<file path="src/hdl/vector_normalize_clamp_3d_core_assert.svh">
// ----------------------------------------------------------------------------
// Assertion macros for the vector normalize / clamp core.
// Concurrent checks are compiled out when SYNTH is defined.
// ----------------------------------------------------------------------------
`ifndef VECTOR_NORMALIZE_CLAMP_3D_CORE_ASSERT_SVH
`define VECTOR_NORMALIZE_CLAMP_3D_CORE_ASSERT_SVH
`ifndef SYNTH
// Same-cycle implication, sampled on clk_i, disabled during reset.
`define VNC3D_ASSERT_IMP(lbl, pre, con) \
  lbl: assert property (@(posedge clk_i) disable iff (!rst_ni) (pre) |-> (con)) \
    else $error("vnc3d: same-cycle check failed");
// Next-cycle implication, sampled on clk_i, disabled during reset.
`define VNC3D_ASSERT_NXT(lbl, pre, con) \
  lbl: assert property (@(posedge clk_i) disable iff (!rst_ni) (pre) |=> (con)) \
    else $error("vnc3d: next-cycle check failed");
`else
`define VNC3D_ASSERT_IMP(lbl, pre, con)
`define VNC3D_ASSERT_NXT(lbl, pre, con)
`endif
`endif

</file>
<file path="src/hdl/vnc3d_pkg.sv">
`timescale 1ns / 1ps
// ----------------------------------------------------------------------------
// vnc3d_pkg
// Shared types and constants of the vector normalize / clamp core.
// ----------------------------------------------------------------------------
package vnc3d_pkg;

  localparam int unsigned CompW     = 32;
  localparam int unsigned NumW      = 64;
  localparam int unsigned SqrtSteps = 32;
  localparam int unsigned DivSteps  = 32;

  localparam logic [31:0] LimReset = 32'h0001_0000;

  // Command codes.
  localparam logic CmdNormalize = 1'b0;
  localparam logic CmdTrim      = 1'b1;

  // One classified item handed from the front to the back.
  typedef struct packed {
    logic [2:0][CompW-1:0] vec;
    logic [2:0][NumW-1:0]  num;
    logic [NumW-1:0]       sum;
    logic                  scale;
  } item_t;

  // Queue status.
  typedef struct packed {
    logic full;
    logic empty;
  } q_stat_t;

  // One stage of the square root pipeline.
  typedef struct packed {
    logic                  valid;
    logic [2:0][CompW-1:0] vec;
    logic [2:0][NumW-1:0]  num;
    logic                  scale;
    logic [NumW-1:0]       rad;
    logic [34:0]           rem;
    logic [CompW-1:0]      root;
  } sq_t;

  // One stage of the three-lane divider pipeline.
  typedef struct packed {
    logic                  valid;
    logic [2:0][CompW-1:0] vec;
    logic                  scale;
    logic [CompW-1:0]      len;
    logic [2:0][CompW-1:0] rem;
    logic [2:0][CompW-1:0] nq;
  } dv_t;

endpackage

</file>
<file path="src/hdl/vnc3d_queue.sv">
`timescale 1ns / 1ps
// ----------------------------------------------------------------------------
// vnc3d_queue
// Short register queue that decouples the front from the back.
// ----------------------------------------------------------------------------
module vnc3d_queue #(
  parameter int unsigned Depth = 4
) (
  input  logic               clk_i,
  input  logic               rst_ni,
  input  logic               push_valid_i,
  output logic               push_ready_o,
  input  vnc3d_pkg::item_t   item_i,
  output logic               pop_valid_o,
  input  logic               pop_ready_i,
  output vnc3d_pkg::item_t   item_o,
  output vnc3d_pkg::q_stat_t stat_o
);

  localparam int unsigned PtrW = (Depth > 1) ? $clog2(Depth) : 1;
  localparam int unsigned CntW = $clog2(Depth + 1);

  vnc3d_pkg::item_t mem_q [Depth];
  logic [PtrW-1:0]  wr_q, rd_q;
  logic [CntW-1:0]  cnt_q;
  logic             push, pop;

  assign stat_o.full  = (cnt_q == CntW'(Depth));
  assign stat_o.empty = (cnt_q == '0);
  assign push_ready_o = !stat_o.full;
  assign pop_valid_o  = !stat_o.empty;
  assign push         = push_valid_i && push_ready_o;
  assign pop          = pop_valid_o && pop_ready_i;
  assign item_o       = mem_q[rd_q];

  // Pointers and fill count.
  always_ff @(posedge clk_i or negedge rst_ni) begin
    if (!rst_ni) begin
      wr_q  <= '0;
      rd_q  <= '0;
      cnt_q <= '0;
    end else begin
      if (push) begin
        wr_q <= (wr_q == PtrW'(Depth - 1)) ? '0 : wr_q + PtrW'(1);
      end
      if (pop) begin
        rd_q <= (rd_q == PtrW'(Depth - 1)) ? '0 : rd_q + PtrW'(1);
      end
      if (push && !pop) begin
        cnt_q <= cnt_q + CntW'(1);
      end else if (pop && !push) begin
        cnt_q <= cnt_q - CntW'(1);
      end
    end
  end

  // Entry storage.
  always_ff @(posedge clk_i) begin
    if (push) begin
      mem_q[wr_q] <= item_i;
    end
  end

endmodule

</file>
<file path="config.mk">
export PLATFORM = sky130hd
export DESIGN_NAME = vnc3d_queue
export DESIGN_NICKNAME = d
export VERILOG_FILES = /design/src/hdl/vector_normalize_clamp_3d_core_assert.svh /design/src/hdl/vnc3d_pkg.sv /design/src/hdl/vnc3d_queue.sv
export SDC_FILE = /design/constraint.sdc
export NUM_CORES = 1
export LEC_CHECK = 0
export BUFFER_PORTS_ARGS = -buffer_cell sky130_fd_sc_hd__buf_2
export CORE_MARGIN = 2
export CORE_UTILIZATION = 45
export DETAILED_ROUTE_END_ITERATION = 6
export PLACE_DENSITY = 0.73
export SYNTH_ARGS = -nofsm -noshare
export SYNTH_HDL_FRONTEND = slang
export SYNTH_SLANG_ARGS = --single-unit
</file>
<file path="constraint.sdc">
create_clock -name clk_i -period 12.52 [get_ports clk_i]
set_input_delay 2.504 -clock clk_i [delete_from_list [all_inputs] [get_ports clk_i]]
set_output_delay 2.504 -clock clk_i [all_outputs]
set_load 0.05 [all_outputs]
</file>
## After elaboration in Yosys (flattened, before gate mapping)

Memory sizes are Yosys's and may differ from the RTL's.
Index checks and enable logic that the tools add are counted.

| storage, ports and cells | value |
|---|---|
| register bits | 7 |
| memory bits (writable) | 1412 |
| input port bits | 357 |
| output and inout port bits | 357 |
| logic and storage cells | 27 |
| memories | 1 |

| operators by class | value |
|---|---|
| add/subtract/negate cells | 4 |
| equality and inequality tests | 3 |
| mux-type cells | 6 |
| reductions and logical operators | 10 |

Memories:

| name | words | bits a word | rd ports | clocked after Yosys merged registers in | write ports | RTL line | source |
|---|---|---|---|---|---|---|---|
| mem_q | 4 | 353 | 1 | 0 | 1 | vnc3d_queue.sv:23 | `vnc3d_pkg::item_t mem_q [Depth];` |

Operator list:

| kind | number |
|---|---|
| 3-bit two-way mux | 2 |
| 2-bit by 1-bit adder with 2-bit output (second input constant) | 2 |
| 2-bit == test (second input constant) | 2 |
| 1-bit logical AND | 4 |
| 1-bit zero test | 4 |
| 2-bit two-way mux | 2 |
| 3-bit by 1-bit adder with 3-bit output (second input constant) | 1 |
| 3-bit == test (second input constant) | 1 |
| 3-bit zero test | 1 |
| 3-bit by 1-bit subtractor with 3-bit output (second input constant) | 1 |
| 1-bit two-way mux | 2 |
| 2-bit nonzero test | 1 |

## Logic depth before layout (Yosys ltp)

| depth | value |
|---|---|
| word-level depth | 7 |
| gate-level depth with buffers | 9 |
| depth with buffers taken out | 8 |

## Worst setup path before layout

Ideal clock, no wire load.

| timing | value |
|---|---|
| path type | input port to flip-flop |
| from | input port push_valid_i |
| to | memory mem_q[3][0] (netlist name) (enable) |
| setup time | 563 ps |
| arrival time | 6654 ps |
| data required time | 11957 ps |
| path slack | 5303 ps |
| cell stages on the path | 1 |
| buffers on the path | 0 |
| path through | and3_2 |

| between the ends | value |
|---|---|
| cells in the longest elaborated chain, start to end | 3 |

Ends and longest elaborated chain:

| element | RTL line | source |
|---|---|---|
| start: declaration | vnc3d_queue.sv:11 | `input logic push_valid_i,` |
| 1-bit logical AND | vnc3d_queue.sv:32 | `assign push = push_valid_i && push_ready_o;` |
| 1-bit two-way mux | vnc3d_queue.sv:59 | `if (push) begin` |
| 1-bit two-way mux (not written as such) | vnc3d_queue.sv:60 | `mem_q[wr_q] <= item_i;` |
| end: declaration | vnc3d_queue.sv:23 |  |

No other way between the ends.

==> results.ini <==
[layout]
fill_cells = 8295
area_added_between_synthesis_and_finish_pct = 18.7
final_util_pct = 54.1
finish.cell_count_without_fillers = 4320
share_of_post_route_cells_with_drive_strength_above_1_pct = 46.3
final_net_count = 3051

[timing]
max_clock_freq_ghz = 0.150
finalHoldWorstSlack_ps = 481
timing.final.max_slew_violations = 0
rsz0062_at_grt = false
timing.final.hold_violations = 0
tightestPinTransition_ps = 1240
tns_ps = 0
min_cycle_time_layout_ps = 6680
finalCritPeriodShare_pct = 53.4
max_slew_margin_pct = 17.6
final_number_of_setup_violating_endpoints = 0
worst_clock_skew_ps = 22.3

[floorplan]
die_area_um2 = 117000
initial_utilization_pct = 45.6
ios = 714
floorplan.core_area_um2 = 113000
rows = 123
die_height_um = 342
die_w_um = 342

[route]
drt_drc_violations_left = 0
postRouteAntennaNets = 0
routed_wire_length_per_instance_um = 24.8
number_of_drc_violations_after_detailed_routing_iteration_0 = 1865
detailroute.via_count = 23100
dr.pass1.iters = 5
vias_per_cell = 5.35
drt_wl_total_um = 107000

[pwr]
ir_drop_uv = 224
leakage_nw = 20.5
power_density_nw_per_um2 = 281

[yosys]
synthMostInstantiatedCell = sky130_fd_sc_hd__edfxtp_1
async_set_or_reset_flop_fraction_in_the_synthesized_netlist_pct = 0.493
synth_area_leaders = sky130_fd_sc_hd__edfxtp_1 (83%), sky130_fd_sc_hd__mux4_2 (15%), sky130_fd_sc_hd__buf_6 (0.70%)
synth-main-ff-cell = sky130_fd_sc_hd__edfxtp_1
synth_largest_type_area_fraction_pct = 82.5
synth.lib_cells_used.distinct = 21
post_synth_inst_count = 1883
synth_sequential_area_ratio_pct = 82.9
synth.ff_latch_count = 1419
synthDominantAreaCellType = sky130_fd_sc_hd__edfxtp_1
synth-edff-count = 1412
synth_warnings = 0
syn-mean-instance-area_um2 = 27.3
synth.cell_area_um2 = 51400
synth.cells.most_frequent = sky130_fd_sc_hd__edfxtp_1 (1412), sky130_fd_sc_hd__mux4_2 (353), sky130_fd_sc_hd__buf_6 (32)
synth_fp_nets = 2247

[place]
gp_routability_congestion = 0.786
post-place-cells = 4043
portBuffers = 713
post-dp-hpwl_um = 66800

[clocking]
tritoncts = done
clkLatencyLatePin_ps = 730
tritoncts.num_buffers = 142
cts.reportedPaths.clkPinSlew_ps = 60
post-cts-setup-buffers = 0
cts_root_buf = sky130_fd_sc_hd__clkbuf_16
clock_tree.htree_level_count = 4
hold_buffers = 0
post_cts_resized = 0
cts.sink_count = 1419
cts-root-to-sink-buffers = 3

[critical_path]
peak_fanout_along_the_critical_path = 46
cp_data_required_time_ps = 10020
path_class = flop to output pin
start_kind = flop
r2r_setup_slack_ps = 8550
reg2reg_depth = 4
endpoint_kind = output pin
critical_path_arrival_ps = 4180

[global_route]
grt_antenna_before_repair = 45
grt_start_max_net_pins = 151
grt_first_pass_wirelength_um = 158000
grt.overflow.total = 0
first_global_vias = 24900
global_route.usage.total_pct = 18.2

[outcome]
outcome = finished clean

[job]
timing.max_cap.violations = 0

[worst_hold_path]
min_path_cells = 1
timing.hold.worst.class = flop to flop

==> cell usage in the layout, fill, tap and decap left out, drive strengths merged, types with 4 or more instances in the layout <==
cell type and count:
inv 8, mux2 5, edfxtp 1412, and3 4, clkinvlp 4, clkbuf 182
mux4 353, bufinv 9, buf 740, ha 6, clkinv 52, diode 27
dfrtp 7
==> state kept, by name, indices dropped and copies added, names as in the netlist <==
signal	flops
cnt_q	3
mem_q	1412
rd_q	2
wr_q	2
==> final timing paths <==
check | startpoint | endpoint
max | rd_q[0] | item_o[211]
min | cnt_q[2] | cnt_q[2]
max reg2reg | cnt_q[0] | mem_q[3][237]
min reg2reg | cnt_q[2] | cnt_q[2]
max in group asynchronous | rst_ni | rd_q[0]
min in group asynchronous | rst_ni | cnt_q[2]
==> routing by layer <==
| layer | GRT usage (%) | part of all wire, % |
|---|---|---|
| met5 | 0 | 0.25 |
| met4 | 7.07 | 3.0 |
| met3 | 5.98 | 8.4 |
| met2 | 31.0 | 53 |
| met1 | 21.4 | 35 |
==> layout make-up <==
class                           count  area [µm²]  share of cell area, %
Sequential cell                  1419       42600                   69.8
Multi-Input combinational cell    379        8220                   13.5
Timing Repair Buffer              740        3850                   6.31
Clock buffer                      182        3790                   6.21
Tap cell                         1500        1880                   3.08
Clock inverter                     68         598                  0.980
Antenna cell                       27        67.6                  0.111
Inverter                            5        18.8                 0.0308
==> critical path: stages, from the launching register on <==
cell	delay [ps]
sky130_fd_sc_hd__dfrtp_4	920
sky130_fd_sc_hd__buf_4	710
sky130_fd_sc_hd__buf_4	810
sky130_fd_sc_hd__mux4_2	640
sky130_fd_sc_hd__buf_2	240
==> through the flow <==
| step | instance area [µm²] | power [W] | setup slack [ps] |
|---|---|---|---|
| final | 61000 | 0.0171 | 5840 |
| after global routing | 61000 | 0.0177 | 5460 |
| after global placement | 56500 | 0.0132 | 6520 |
| after detailed placement | 56500 | 0.0133 | 6450 |
| after CTS | 60900 | 0.0173 | 5650 |
| after floorplan | 51400 | 0.0118 | 5300 |
==> cell families after synthesis <==
logic type / count (synthesis) / share of synthesized area, %
adder cells (fa/ha/maj): 7 / 0.185
AND/OR/NAND/NOR: 11 / 0.136
buffers and inverters: 85 / 1.18
multiplexers: 358 / 15.6
XOR/XNOR: 3 / 0.0511
flip-flops: 1419 / 82.9
==> report_power, final <==
group          internal, W  leakage, nW  switching [W]  total, W
Clock              0.00232         2.13        0.00169   0.00401
Sequential         0.00628         13.0       0.000256   0.00654
Combinational      0.00183         5.34        0.00474   0.00657
No activity file was read; power rests on OpenSTA's default activity.
